File: src/hw/rtl/spc_pkg.sv
// Shared types and constants of the segmented PID position controller.
// Used by spc_mul, spc_div and segmented_pid_position_controller.
package spc_pkg;

  localparam int unsigned SPC_DUTY_MAX_DEF = 1023;

  localparam logic [15:0] GAIN_P_RST      = 16'd10650;
  localparam logic [15:0] GAIN_I_RST      = 16'd5325;
  localparam logic [15:0] GAIN_D_RST      = 16'd41;
  localparam logic [30:0] MAX_SEGMENT_RST = 31'd45875;
  localparam logic [15:0] DEADBAND_RST    = 16'd655;

  localparam int MUL_W   = 64;
  localparam int MUL_B_W = 16;
  localparam int DIV_N_W = 64;
  localparam int DIV_D_W = 16;

  localparam logic [15:0] DERIV_SCALE = 16'd1000;
  localparam logic [15:0] INT_SCALE   = 16'd1000;
  localparam logic [49:0] U_LIMIT     = 50'd16384;
  localparam logic [47:0] INT_SAT     = 48'h7FFF_FFFF_FFFF;

  localparam logic REQ_TARGET = 1'b1;

  typedef enum logic [2:0] {
    CFG_GAIN_P      = 3'd0,
    CFG_GAIN_I      = 3'd1,
    CFG_GAIN_D      = 3'd2,
    CFG_MAX_SEGMENT = 3'd3,
    CFG_DEADBAND    = 3'd4
  } cfg_reg_t;

  typedef enum logic [3:0] {
    S_IDLE,
    S_CALC,
    S_BAND,
    S_INTEG,
    S_DIFF,
    S_DERIV,
    S_PROP,
    S_IMUL,
    S_IDIV,
    S_DMUL,
    S_UOUT,
    S_DUTY,
    S_FINISH
  } state_t;

endpackage

File: src/hw/rtl/segmented_pid_position_controller.sv
// Segmented PID position controller, one item in flight at a time.
// A target transaction goes straight to its result. A control tick runs seven 16-bit
// serial multiplies and two 64-bit serial divides one after another; a tick inside the
// settle band stops after its first multiply. Output stalls hold the sequencer only
// while a result waits.
// Synchronous reset restores register defaults, clears goal, integral and last error, holds brake.
module segmented_pid_position_controller import spc_pkg::*; #(
  parameter int unsigned DUTY_MAX = SPC_DUTY_MAX_DEF
) (
  input  logic        clk,
  input  logic        rst,
  input  logic        cfg_write,
  input  logic [2:0]  cfg_index,
  input  logic [30:0] cfg_data,
  input  logic        in_valid,
  output logic        in_stall,
  input  logic        req_type,
  input  logic [31:0] measured_position,
  input  logic [15:0] elapsed_ms,
  input  logic [31:0] target_delta,
  output logic        out_valid,
  input  logic        out_stall,
  output logic [9:0]  duty_a,
  output logic [9:0]  duty_b,
  output logic        duty_write,
  output logic        braking,
  output logic        counter_reset,
  output logic [31:0] remaining_target
);

  localparam logic [15:0] DUTY_MAX_W = 16'(DUTY_MAX);

  state_t state, state_next;

  logic [15:0] gain_p, gain_i, gain_d, deadband_ratio;
  logic [30:0] max_segment;

  logic [31:0] remaining_goal;
  logic [47:0] integral_sum;
  logic [31:0] previous_error;
  logic        brake_held;

  logic        is_target;
  logic [15:0] ms;
  logic [31:0] delta;
  logic [31:0] seg;
  logic [33:0] err;
  logic        neg;
  logic [45:0] deriv;
  logic [63:0] acc;
  logic        u_zero;
  logic        u_pos;
  logic [14:0] u_mag;
  logic [15:0] duty;

  logic        mul_start, mul_done;
  logic [63:0] mul_a, mul_p;
  logic [15:0] mul_b;
  logic        div_start, div_done;
  logic [63:0] div_n, div_q;
  logic [15:0] div_d;

  logic        accept;
  logic        out_free;
  logic [31:0] lim, seg_c;
  logic [33:0] err_c;
  logic [31:0] err_mag;
  logic [63:0] p_mag;
  logic [34:0] diff;
  logic [50:0] isum;
  logic [47:0] isat;
  logic [31:0] err_sat;
  logic [63:0] acc_mag;
  logic [49:0] acc_shr;
  logic [32:0] tsum;
  logic [31:0] goal_tgt, goal_seg;
  logic        in_band;

  assign accept   = in_valid && !in_stall;
  assign in_stall = (state != S_IDLE);
  assign out_free = !(out_valid && out_stall);

  spc_mul u_mul (
    .clk(clk), .rst(rst), .start(mul_start), .a(mul_a), .b(mul_b),
    .done(mul_done), .p(mul_p)
  );

  spc_div u_div (
    .clk(clk), .rst(rst), .start(div_start), .n(div_n), .d(div_d),
    .done(div_done), .q(div_q)
  );

  // segment clamp and error at accept
  always_comb begin
    lim = {1'b0, max_segment};
    if ($signed(remaining_goal) > $signed(lim)) begin
      seg_c = lim;
    end else if ($signed(remaining_goal) < -$signed(lim)) begin
      seg_c = -lim;
    end else begin
      seg_c = remaining_goal;
    end
    err_c = {{2{seg_c[31]}}, seg_c} - {{2{measured_position[31]}}, measured_position};
  end

  always_comb begin
    logic [33:0] em;
    em      = err[33] ? -err : err;
    err_mag = em[31:0];
    p_mag   = mul_p[63] ? -mul_p : mul_p;
    in_band = {1'b0, err_mag, 16'h0000} <= mul_p[48:0];
    diff    = {err[33], err} - {{3{previous_error[31]}}, previous_error};
    isum    = {{3{integral_sum[47]}}, integral_sum} + mul_p[50:0];
    if ($signed(isum) > $signed({3'b000, INT_SAT})) begin
      isat = INT_SAT;
    end else if ($signed(isum) < -$signed({3'b000, INT_SAT})) begin
      isat = -INT_SAT;
    end else begin
      isat = isum[47:0];
    end
    if ($signed(err) > $signed(34'sh0_7FFF_FFFF)) begin
      err_sat = 32'h7FFF_FFFF;
    end else if ($signed(err) < -$signed(34'sh0_8000_0000)) begin
      err_sat = 32'h8000_0000;
    end else begin
      err_sat = err[31:0];
    end
    acc_mag  = acc[63] ? -acc : acc;
    acc_shr  = acc_mag[63:14];
    tsum     = {remaining_goal[31], remaining_goal} + {delta[31], delta};
    if ($signed(tsum) > $signed(33'sh0_7FFF_FFFF)) begin
      goal_tgt = 32'h7FFF_FFFF;
    end else if ($signed(tsum) < -$signed(33'sh0_8000_0000)) begin
      goal_tgt = 32'h8000_0000;
    end else begin
      goal_tgt = tsum[31:0];
    end
    goal_seg = remaining_goal - seg;
  end

  // sequencer
  always_comb begin
    state_next = state;
    mul_start  = 1'b0;
    mul_a      = '0;
    mul_b      = '0;
    div_start  = 1'b0;
    div_n      = p_mag;
    div_d      = ms;
    case (state)
      S_IDLE: begin
        if (accept) begin
          state_next = (req_type == REQ_TARGET) ? S_FINISH : S_CALC;
        end
      end
      S_CALC: begin
        mul_start  = 1'b1;
        mul_a      = {33'h0, (seg[31] ? -seg[30:0] : seg[30:0])};
        mul_b      = deadband_ratio;
        state_next = S_BAND;
      end
      S_BAND: begin
        if (mul_done) begin
          if (in_band) begin
            state_next = S_FINISH;
          end else begin
            mul_start  = 1'b1;
            mul_a      = {{30{err[33]}}, err};
            mul_b      = ms;
            state_next = S_INTEG;
          end
        end
      end
      S_INTEG: begin
        if (mul_done) begin
          mul_start  = 1'b1;
          mul_a      = {{29{diff[34]}}, diff};
          mul_b      = DERIV_SCALE;
          state_next = S_DIFF;
        end
      end
      S_DIFF: begin
        if (mul_done) begin
          div_start  = 1'b1;
          div_d      = ms;
          state_next = S_DERIV;
        end
      end
      S_DERIV: begin
        if (div_done) begin
          mul_start  = 1'b1;
          mul_a      = {{30{err[33]}}, err};
          mul_b      = gain_p;
          state_next = S_PROP;
        end
      end
      S_PROP: begin
        if (mul_done) begin
          mul_start  = 1'b1;
          mul_a      = {{16{integral_sum[47]}}, integral_sum};
          mul_b      = gain_i;
          state_next = S_IMUL;
        end
      end
      S_IMUL: begin
        if (mul_done) begin
          div_start  = 1'b1;
          div_d      = INT_SCALE;
          state_next = S_IDIV;
        end
      end
      S_IDIV: begin
        if (div_done) begin
          mul_start  = 1'b1;
          mul_a      = {{18{deriv[45]}}, deriv};
          mul_b      = gain_d;
          state_next = S_DMUL;
        end
      end
      S_DMUL: begin
        if (mul_done) begin
          state_next = S_UOUT;
        end
      end
      S_UOUT: begin
        mul_start  = 1'b1;
        mul_a      = (acc_shr > U_LIMIT) ? 64'(U_LIMIT) : {14'h0, acc_shr};
        mul_b      = DUTY_MAX_W;
        state_next = S_DUTY;
      end
      S_DUTY: begin
        if (mul_done) begin
          state_next = S_FINISH;
        end
      end
      S_FINISH: begin
        if (out_free) begin
          state_next = S_IDLE;
        end
      end
      default: state_next = S_IDLE;
    endcase
  end

  always_ff @(posedge clk) begin
    if (rst) begin
      state <= S_IDLE;
    end else begin
      state <= state_next;
    end
  end

  always_ff @(posedge clk) begin
    if (rst) begin
      gain_p         <= GAIN_P_RST;
      gain_i         <= GAIN_I_RST;
      gain_d         <= GAIN_D_RST;
      max_segment    <= MAX_SEGMENT_RST;
      deadband_ratio <= DEADBAND_RST;
    end else if (cfg_write) begin
      case (cfg_index)
        CFG_GAIN_P:      gain_p         <= cfg_data[15:0];
        CFG_GAIN_I:      gain_i         <= cfg_data[15:0];
        CFG_GAIN_D:      gain_d         <= cfg_data[15:0];
        CFG_MAX_SEGMENT: max_segment    <= cfg_data;
        CFG_DEADBAND:    deadband_ratio <= cfg_data[15:0];
        default: ;
      endcase
    end
  end

  // item datapath
  always_ff @(posedge clk) begin
    case (state)
      S_IDLE: begin
        if (accept) begin
          is_target <= (req_type == REQ_TARGET);
          ms        <= (elapsed_ms == 16'h0000) ? 16'h0001 : elapsed_ms;
          delta     <= target_delta;
          seg       <= seg_c;
          err       <= err_c;
        end
      end
      S_BAND: begin
        if (mul_done) begin
          u_zero <= 1'b1;
        end
      end
      S_DIFF: begin
        if (mul_done) begin
          neg <= mul_p[63];
        end
      end
      S_DERIV: begin
        if (div_done) begin
          deriv <= neg ? -div_q[45:0] : div_q[45:0];
        end
      end
      S_PROP: begin
        if (mul_done) begin
          acc <= mul_p;
        end
      end
      S_IMUL: begin
        if (mul_done) begin
          neg <= mul_p[63];
        end
      end
      S_IDIV: begin
        if (div_done) begin
          acc <= acc + (neg ? -div_q : div_q);
        end
      end
      S_DMUL: begin
        if (mul_done) begin
          acc <= acc + mul_p;
        end
      end
      S_UOUT: begin
        u_zero <= (acc_shr == 50'h0);
        u_pos  <= !acc[63];
        u_mag  <= (acc_shr > U_LIMIT) ? U_LIMIT[14:0] : acc_shr[14:0];
      end
      S_DUTY: begin
        if (mul_done) begin
          duty <= (mul_p[45:14] > {16'h0, DUTY_MAX_W}) ? DUTY_MAX_W : mul_p[29:14];
        end
      end
      default: ;
    endcase
  end

  // controller state and result
  always_ff @(posedge clk) begin
    if (rst) begin
      remaining_goal <= '0;
      integral_sum   <= '0;
      previous_error <= '0;
      brake_held     <= 1'b1;
      out_valid      <= 1'b0;
    end else begin
      if (out_valid && !out_stall) begin
        out_valid <= 1'b0;
      end
      if (state == S_BAND && mul_done && in_band) begin
        integral_sum   <= '0;
        previous_error <= '0;
      end
      if (state == S_INTEG && mul_done) begin
        integral_sum <= isat;
      end
      if (state == S_DIFF && mul_done) begin
        previous_error <= err_sat;
      end
      if (state == S_FINISH && out_free) begin
        out_valid     <= 1'b1;
        duty_a        <= '0;
        duty_b        <= '0;
        duty_write    <= 1'b0;
        counter_reset <= 1'b0;
        braking       <= brake_held;
        if (is_target) begin
          remaining_goal   <= goal_tgt;
          remaining_target <= goal_tgt;
          duty_write       <= brake_held;
          brake_held       <= 1'b0;
          braking          <= 1'b0;
        end else begin
          remaining_target <= remaining_goal;
          if (u_zero && !brake_held) begin
            remaining_goal   <= goal_seg;
            remaining_target <= goal_seg;
            counter_reset    <= 1'b1;
            duty_write       <= 1'b1;
            brake_held       <= (goal_seg == 32'h0);
            braking          <= (goal_seg == 32'h0);
            if (goal_seg == 32'h0) begin
              duty_a <= DUTY_MAX_W[9:0];
              duty_b <= DUTY_MAX_W[9:0];
            end
          end else if (!brake_held) begin
            duty_write <= 1'b1;
            if (u_pos) begin
              duty_a <= duty[9:0];
            end else begin
              duty_b <= duty[9:0];
            end
          end
        end
      end
    end
  end

  // clamped output magnitude never exceeds one
  logic u_mag_ok;
  assign u_mag_ok = (u_mag <= U_LIMIT[14:0]);

  a_units_exclusive: assert property (@(posedge clk) disable iff (rst)
    !(mul_start && div_start))
    else $error("multiply and divide launched together");

  a_accept_busy: assert property (@(posedge clk) disable iff (rst)
    accept |=> (state != S_IDLE))
    else $error("sequencer idle after accepted transaction");

  a_reset_writes: assert property (@(posedge clk) disable iff (rst)
    (out_valid && counter_reset) |-> duty_write)
    else $error("counter reset without duty write");

  a_brake_duties: assert property (@(posedge clk) disable iff (rst)
    (out_valid && braking && duty_write) |-> (duty_a == duty_b))
    else $error("brake applied with unequal duties");

  a_u_clamp: assert property (@(posedge clk) disable iff (rst)
    (state == S_DUTY) |-> u_mag_ok)
    else $error("output magnitude beyond one");

endmodule

File: src/hw/rtl/spc_mul.sv
// Bit-serial shift-add multiplier: signed multiplicand times unsigned 16-bit
// multiplier, one multiplier bit per cycle, MSB first. Depends on spc_pkg.
module spc_mul import spc_pkg::*; (
  input  logic               clk,
  input  logic               rst,
  input  logic               start,
  input  logic [MUL_W-1:0]   a,
  input  logic [MUL_B_W-1:0] b,
  output logic               done,
  output logic [MUL_W-1:0]   p
);

  localparam int CNT_W = $clog2(MUL_B_W + 1);

  logic               busy;
  logic [CNT_W-1:0]   cnt;
  logic [MUL_W-1:0]   aa;
  logic [MUL_B_W-1:0] bq;

  always_ff @(posedge clk) begin
    if (rst) begin
      busy <= 1'b0;
      done <= 1'b0;
      cnt  <= '0;
    end else begin
      done <= 1'b0;
      if (start) begin
        busy <= 1'b1;
        cnt  <= CNT_W'(MUL_B_W);
      end else if (busy) begin
        cnt <= cnt - 1'b1;
        if (cnt == CNT_W'(1)) begin
          busy <= 1'b0;
          done <= 1'b1;
        end
      end
    end
  end

  always_ff @(posedge clk) begin
    if (start) begin
      aa <= a;
      bq <= b;
      p  <= '0;
    end else if (busy) begin
      p  <= {p[MUL_W-2:0], 1'b0} + (bq[MUL_B_W-1] ? aa : '0);
      bq <= {bq[MUL_B_W-2:0], 1'b0};
    end
  end

endmodule

File: src/hw/rtl/spc_div.sv
// Bit-serial restoring divider: unsigned 64-bit dividend by nonzero 16-bit
// divisor, one quotient bit per cycle. Depends on spc_pkg.
module spc_div import spc_pkg::*; (
  input  logic               clk,
  input  logic               rst,
  input  logic               start,
  input  logic [DIV_N_W-1:0] n,
  input  logic [DIV_D_W-1:0] d,
  output logic               done,
  output logic [DIV_N_W-1:0] q
);

  localparam int CNT_W = $clog2(DIV_N_W + 1);

  logic               busy;
  logic [CNT_W-1:0]   cnt;
  logic [DIV_D_W-1:0] dd;
  logic [DIV_D_W-1:0] rem;
  logic [DIV_D_W:0]   r2;
  logic [DIV_D_W:0]   sub;
  logic               ge;

  assign r2  = {rem, q[DIV_N_W-1]};
  assign sub = r2 - {1'b0, dd};
  assign ge  = r2 >= {1'b0, dd};

  always_ff @(posedge clk) begin
    if (rst) begin
      busy <= 1'b0;
      done <= 1'b0;
      cnt  <= '0;
    end else begin
      done <= 1'b0;
      if (start) begin
        busy <= 1'b1;
        cnt  <= CNT_W'(DIV_N_W);
      end else if (busy) begin
        cnt <= cnt - 1'b1;
        if (cnt == CNT_W'(1)) begin
          busy <= 1'b0;
          done <= 1'b1;
        end
      end
    end
  end

  always_ff @(posedge clk) begin
    if (start) begin
      dd  <= d;
      rem <= '0;
      q   <= n;
    end else if (busy) begin
      rem <= ge ? sub[DIV_D_W-1:0] : r2[DIV_D_W-1:0];
      q   <= {q[DIV_N_W-2:0], ge};
    end
  end

endmodule

File: config.mk
export PLATFORM = sky130hd
export DESIGN_NAME = segmented_pid_position_controller
export DESIGN_NICKNAME = d
export VERILOG_FILES = /design/src/hw/rtl/spc_pkg.sv /design/src/hw/rtl/segmented_pid_position_controller.sv /design/src/hw/rtl/spc_mul.sv /design/src/hw/rtl/spc_div.sv
export SDC_FILE = /design/constraint.sdc
export NUM_CORES = 2
export LEC_CHECK = 0
export BUFFER_PORTS_ARGS = -buffer_cell sky130_fd_sc_hd__clkbuf_2
export CORE_MARGIN = 2
export CORE_UTILIZATION = 55
export CTS_CLUSTER_DIAMETER = 60
export CTS_CLUSTER_SIZE = 24
export DETAILED_ROUTE_END_ITERATION = 8
export HOLD_SLACK_MARGIN = 0.12
export PLACE_DENSITY = 0.72
export SLEW_MARGIN = 15
export SYNTH_ARGS = -nofsm -noshare
export SYNTH_HDL_FRONTEND = slang
export SYNTH_HIERARCHICAL = 1
export SYNTH_SLANG_ARGS = --single-unit
File: constraint.sdc
create_clock -name clk -period 22.7 [get_ports clk]
set_input_delay 4.54 -clock clk [delete_from_list [all_inputs] [get_ports clk]]
set_output_delay 4.54 -clock clk [all_outputs]
set_load 0.02 [all_outputs]
==> impl_table.tex <==
\begin{tabular}{lr}
\hline
Metric & Value \\
\hline
\multicolumn{2}{l}{\textbf{Timing}} \\
\quad FMAX & a little over 100 MHz \\
\quad Period Utilization, post-route & between 40\% and 50\% \\
\quad Final worst setup slack & between 10,000 and 15,000 ps \\
\quad Worst Max-Slew Pin Slew & around 1200 ps \\
\quad Final number of max-transition violations & 0 \\
\quad Unrepaired setup endpoints after global routing & false \\
\quad Final worst path period need & approximately 9700 ps \\
\quad Setup Viol. Count Final & 0 \\
\quad Remaining max-slew budget at the tightest pin & $\sim$20\% \\
\quad Worst Clk Skew & about 30 ps \\
\quad Hold Vio Cnt, Final & 0 \\
\quad Sum Neg Setup Slack & 0 ps \\
\multicolumn{2}{l}{\textbf{Placement}} \\
\quad Instance area at placement & 0.0596 mm2 \\
\quad Routability Congestion & 1.02 \\
\quad Worst-case setup slack after placement & around 13,000 ps \\
\quad Estimated wirelength of the detail-placed design & approximately 160,000 um \\
\quad Quantity of I/O buffers inserted on ports & 176 \\
\multicolumn{2}{l}{\textbf{Global route}} \\
\quad Total routing resource utilization after global routing & between 30\% and 40\% \\
\quad Via count of the first global-routing pass & $\sim$50,000 \\
\quad Global-route wire length before repair & roughly 310,000 um \\
\quad Pin count of the biggest net entering global routing & 135 \\
\quad Remaining Overflow, GRT & 0 \\
\quad Antenna violations before repair & 3 \\
\multicolumn{2}{l}{\textbf{Power and ir drop}} \\
\quad Leakage & 0.0248 uW \\
\quad Fraction of power spent switching nets & between 40 and 50\% \\
\quad Sequential group share of total power & between 30\% and 40\% \\
\quad Worst vdd rail ir drop & approximately 0.00009 V \\
\quad Ratio of total power to cell area & 110 mW/mm2 \\
\quad Reported net switching power & approximately 3000 uW \\
\quad Cell internal power dissipation & between 3000 and 4000 uW \\
\quad Fraction of power consumed by the clock network & 22.9\% \\
\quad Combinational group share of total power & 46.6\% \\
\multicolumn{2}{l}{\textbf{Status}} \\
\quad Result of the run & finished, final reports clean \\
\multicolumn{2}{l}{\textbf{Routing}} \\
\quad Residual DRC & 0 \\
\quad Number of nets with antenna violations after routing & 0 \\
\quad DR vias & 53,500 \\
\quad Total routed wirelength & roughly 210,000 um \\
\quad Wirelength per Cell & around 26 um \\
\quad Number of violations reported at the end of detailed-routing iteration 0 & 5,438 \\
\quad First drt pass iteration count & 6 \\
\quad Via-to-Cell Ratio & around 6.5 \\
\multicolumn{2}{l}{\textbf{Synthesis}} \\
\quad Adder-cell share of the synthesized area & a little under a tenth \\
\quad Unique cell type count in the Yosys netlist & between 100 and 150 \\
\quad Share of the yosys chip area belonging to registers & approximately a third \\
\quad Share of the synthesized area in the top cell type & a little under a quarter \\
\quad Leading register cell type out of synthesis & sky130\_fd\_sc\_hd\_\_edfxtp\_1 \\
\quad Number of enable flip-flop cells after synthesis & roughly 450 \\
\quad Multiplexer fraction of the synthesized cell area & between 3 and 4\% \\
\quad Biggest area contributors in the synthesized netlist & sky130\_fd\_sc\_hd\_\_edfxtp\_1 24\%, sky130\_fd\_sc\_hd\_\_dfxtp\_1 11\%, sky130\_fd\_sc\_hd\_\_ha\_1 9.2\% \\
\quad Cell area after synthesis & 0.0575 mm2 \\
\quad Post-Synth Simple-Gate Area & a little under a fifth \\
\quad XOR/XNOR Fraction of Synth Area & roughly 7.5\% \\
\quad Synth warnings & 6 \\
\quad Largest family of logic cells by synthesized area & compound AO/OA/AOI/OAI gates \\
\quad Post-synthesis instance total & slightly below 7,000 \\
\quad Top-count cell post-synth & sky130\_fd\_sc\_hd\_\_nand2\_1 \\
\quad Count of state elements after synthesis & 761 \\
\quad Top cell type by total area after synthesis & sky130\_fd\_sc\_hd\_\_edfxtp\_1 \\
\quad Proportion of register bits with asynchronous set or reset after synthesis & 0\% \\
\quad Area fraction in compound gates after synthesis & roughly 22\% \\
\quad Total nets after synthesis & 7,288 \\
\quad Most frequent cells after synthesis & 815 x sky130\_fd\_sc\_hd\_\_nand2\_1, 568 x sky130\_fd\_sc\_hd\_\_a21oi\_1, 501 x sky130\_fd\_sc\_hd\_\_nor2\_1 \\
\quad Average footprint of a synthesized cell & roughly 8.5 um2 \\
\multicolumn{2}{l}{\textbf{Clock network}} \\
\quad CTS Root Buffer Type & sky130\_fd\_sc\_hd\_\_clkbuf\_16 \\
\quad Source-to-sink clock delay at the later pin of the worst-skew pair & approximately 700 ps \\
\quad Cts repair resizes & 0 \\
\quad Clock sink total & 761 \\
\quad Clock transition at the registers of the reported paths & $\sim$70 ps \\
\quad Cts bufs inserted & 87 \\
\quad Buffer depth of the longest clock path & 3 \\
\quad CTS H-Tree Depth & 3 \\
\quad Hold-fix buffers at CTS & 0 \\
\quad Number of buffers inserted to repair setup after CTS & 0 \\
\quad TritonCTS clock tree & done \\
\multicolumn{2}{l}{\textbf{Floorplan}} \\
\quad Die width & between 300 and 400 um \\
\quad Total I/O pin count & 177 \\
\quad Floorplan die height & 327 um \\
\quad Cell row count & between 100 and 150 \\
\quad Die footprint & 0.107 mm2 \\
\quad Effective utilization at floorplan & approximately 56\% \\
\quad CORE AREA & between 0.1 and 0.15 mm2 \\
\multicolumn{2}{l}{\textbf{Finish}} \\
\quad Final-layout fill cell count & $\sim$9,300 \\
\quad Final Cell Area & 0.0628 mm2 \\
\quad Proportion of layout cells with a drive suffix above 1 & a little under a tenth \\
\quad Layout Area Growth over Synthesis & 9.06\% \\
\quad Number of nets in the layout & $\sim$7,300 \\
\multicolumn{2}{l}{\textbf{Worst setup path}} \\
\quad Cell seen most often among critical-path stages & sky130\_fd\_sc\_hd\_\_nor3\_1 \\
\quad Setup slack of the worst register-to-register path & 12,980 ps \\
\quad Worst-path cell with the longest stage delay & sky130\_fd\_sc\_hd\_\_a2111oi\_0 \\
\quad Highest cell delay on the worst timing path & 820 ps \\
\quad Critical path startpoint category & flop \\
\quad Worst-case reg-to-reg path depth & 31 \\
\quad Critical Setup Path Class & reg -> reg \\
\quad Reg-to-reg endpoint & err[30]\$\_DFFE\_PP\_ \\
\quad FF-to-FF Start & max\_segment[0]\$\_SDFFE\_PP1P\_ \\
\quad Crit path capture type & flop \\
\quad Critical path data required time & approximately 23,000 ps \\
\quad Max FO, Critical Path & 58 \\
\quad Worst Path Arrival & 10,140 ps \\
\multicolumn{2}{l}{\textbf{Run}} \\
\quad Max-capacitance violation count & 0 \\
\multicolumn{2}{l}{\textbf{Worst hold path}} \\
\quad Worst min-delay path startpoint & previous\_error[12]\$\_SDFFE\_PP0P\_ \\
\quad Number of cells on the worst hold path & 2 \\
\quad Destination of the worst hold path & previous\_error[12]\$\_SDFFE\_PP0P\_ \\
\quad Classification of the worst-slack hold path & reg -> reg \\
\hline
\end{tabular}
==> final cells by class <==
class	count	area [um2]	share of cell area [%]
diodes	2	5.00	0.00798
repair buffers	263	1550	2.47
clock inverters	72	970	1.55
flip-flops and latches	761	19800	31.5
inverters	318	1190	1.90
multi-input cells	5319	35300	56.3
well taps	1380	1730	2.75
clock buffers	91	2200	3.51
==> layer usage <==
metal	share of wire [%]	up-vias	GRT usage (%)
li1	-	24800	-
met1	38	25600	45.5
met2	46	2470	62.5
met3	7.5	617	5.70
met4	7.8	0	26.0
met5	0	-	0
==> worst max path at each step <==
stage	from	end	slack, ps	cells past startpoint
floorplan	err[11]$_DFFE_PP_	u_mul/bq[0]$_SDFFCE_PN0P_	14570	25
global placement	max_segment[0]$_SDFFE_PP1P_	err[30]$_DFFE_PP_	13600	34
detailed placement	max_segment[0]$_SDFFE_PP1P_	err[30]$_DFFE_PP_	13280	31
CTS	max_segment[0]$_SDFFE_PP1P_	err[30]$_DFFE_PP_	13260	31
global route	max_segment[0]$_SDFFE_PP1P_	err[30]$_DFFE_PP_	12480	31
finish	max_segment[0]$_SDFFE_PP1P_	err[30]$_DFFE_PP_	12980	31
==> registers in the layout (all words and copies together), names as in the netlist, 31 cells and up <==
name and cells:
acc 64, delta 32, deriv 46, err 33, integral_sum 48, max_segment 31, previous_error 32, remaining_goal 32
remaining_target 32, seg 32, u_div/q 64, u_mul/aa 64, u_mul/p 64
==> power by group through the flow <==
stage / registers [uW] / logic [uW] / clock network (uW)
floorplan: 1960 / 2310 / 0
global placement: 2120 / 3060 / 0
detailed placement: 2120 / 3110 / 0
CTS: 2090 / 3130 / 1590
global route: 2120 / 3470 / 1640
finish: 2100 / 3210 / 1580
==> cell usage in the layout (no fill, tap or decap), drive strengths merged, types with 70 or more instances in the layout <==
cell type	synthesis	final
a21o	171	171
a21oi	571	571
a221o	70	70
and2	92	92
buf	28	88
clkbuf	310	266
dfxtp	309	309
edfxtp	452	452
ha	423	423
inv	318	358
mux2	90	90
mux2i	76	76
nand2	815	815
nand2b	78	78
nand3	133	133
nand4	103	103
nor2	501	501
nor2b	76	76
nor3	115	115
o21ai	466	466
o31ai	83	83
or3	71	71
xnor2	349	349
xor2	143	143
==> through the flow <==
| stage | power [uW] | std cells | hold slack (ps) | utilization [%] |
|---|---|---|---|---|
| floorplan | 4270 | 6737 | 429 | - |
| global placement | 5180 | 8041 | 438 | 57.5 |
| detailed placement | 5230 | 8041 | 444 | 57.5 |
| CTS | 6810 | 8204 | 451 | 60.5 |
| global route | 7230 | 8204 | 470 | 60.5 |
| finish | 6890 | 8206 | 451 | 60.5 |
==> cells by family after synthesis <==
family,Yosys count
AND/OR/NAND/NOR,2241
AO/OA/AOI/OAI,1989
flip-flops,761
buffers and inverters,657
XOR/XNOR,492
adder cells (fa/ha/maj),431
multiplexers,166
==> critical path, delay by kind of cell, from the launching register on <==
kind,cells,cell delay [ps]
AND/OR/NAND/NOR,14,4320
AO/OA/AOI/OAI,11,3160
adder cells (fa/ha/maj),2,800
buffers and inverters,1,380
flip-flops,1,360
XOR/XNOR,2,210
multiplexers,1,210
Note: power is estimated with default switching activity, not from simulation.
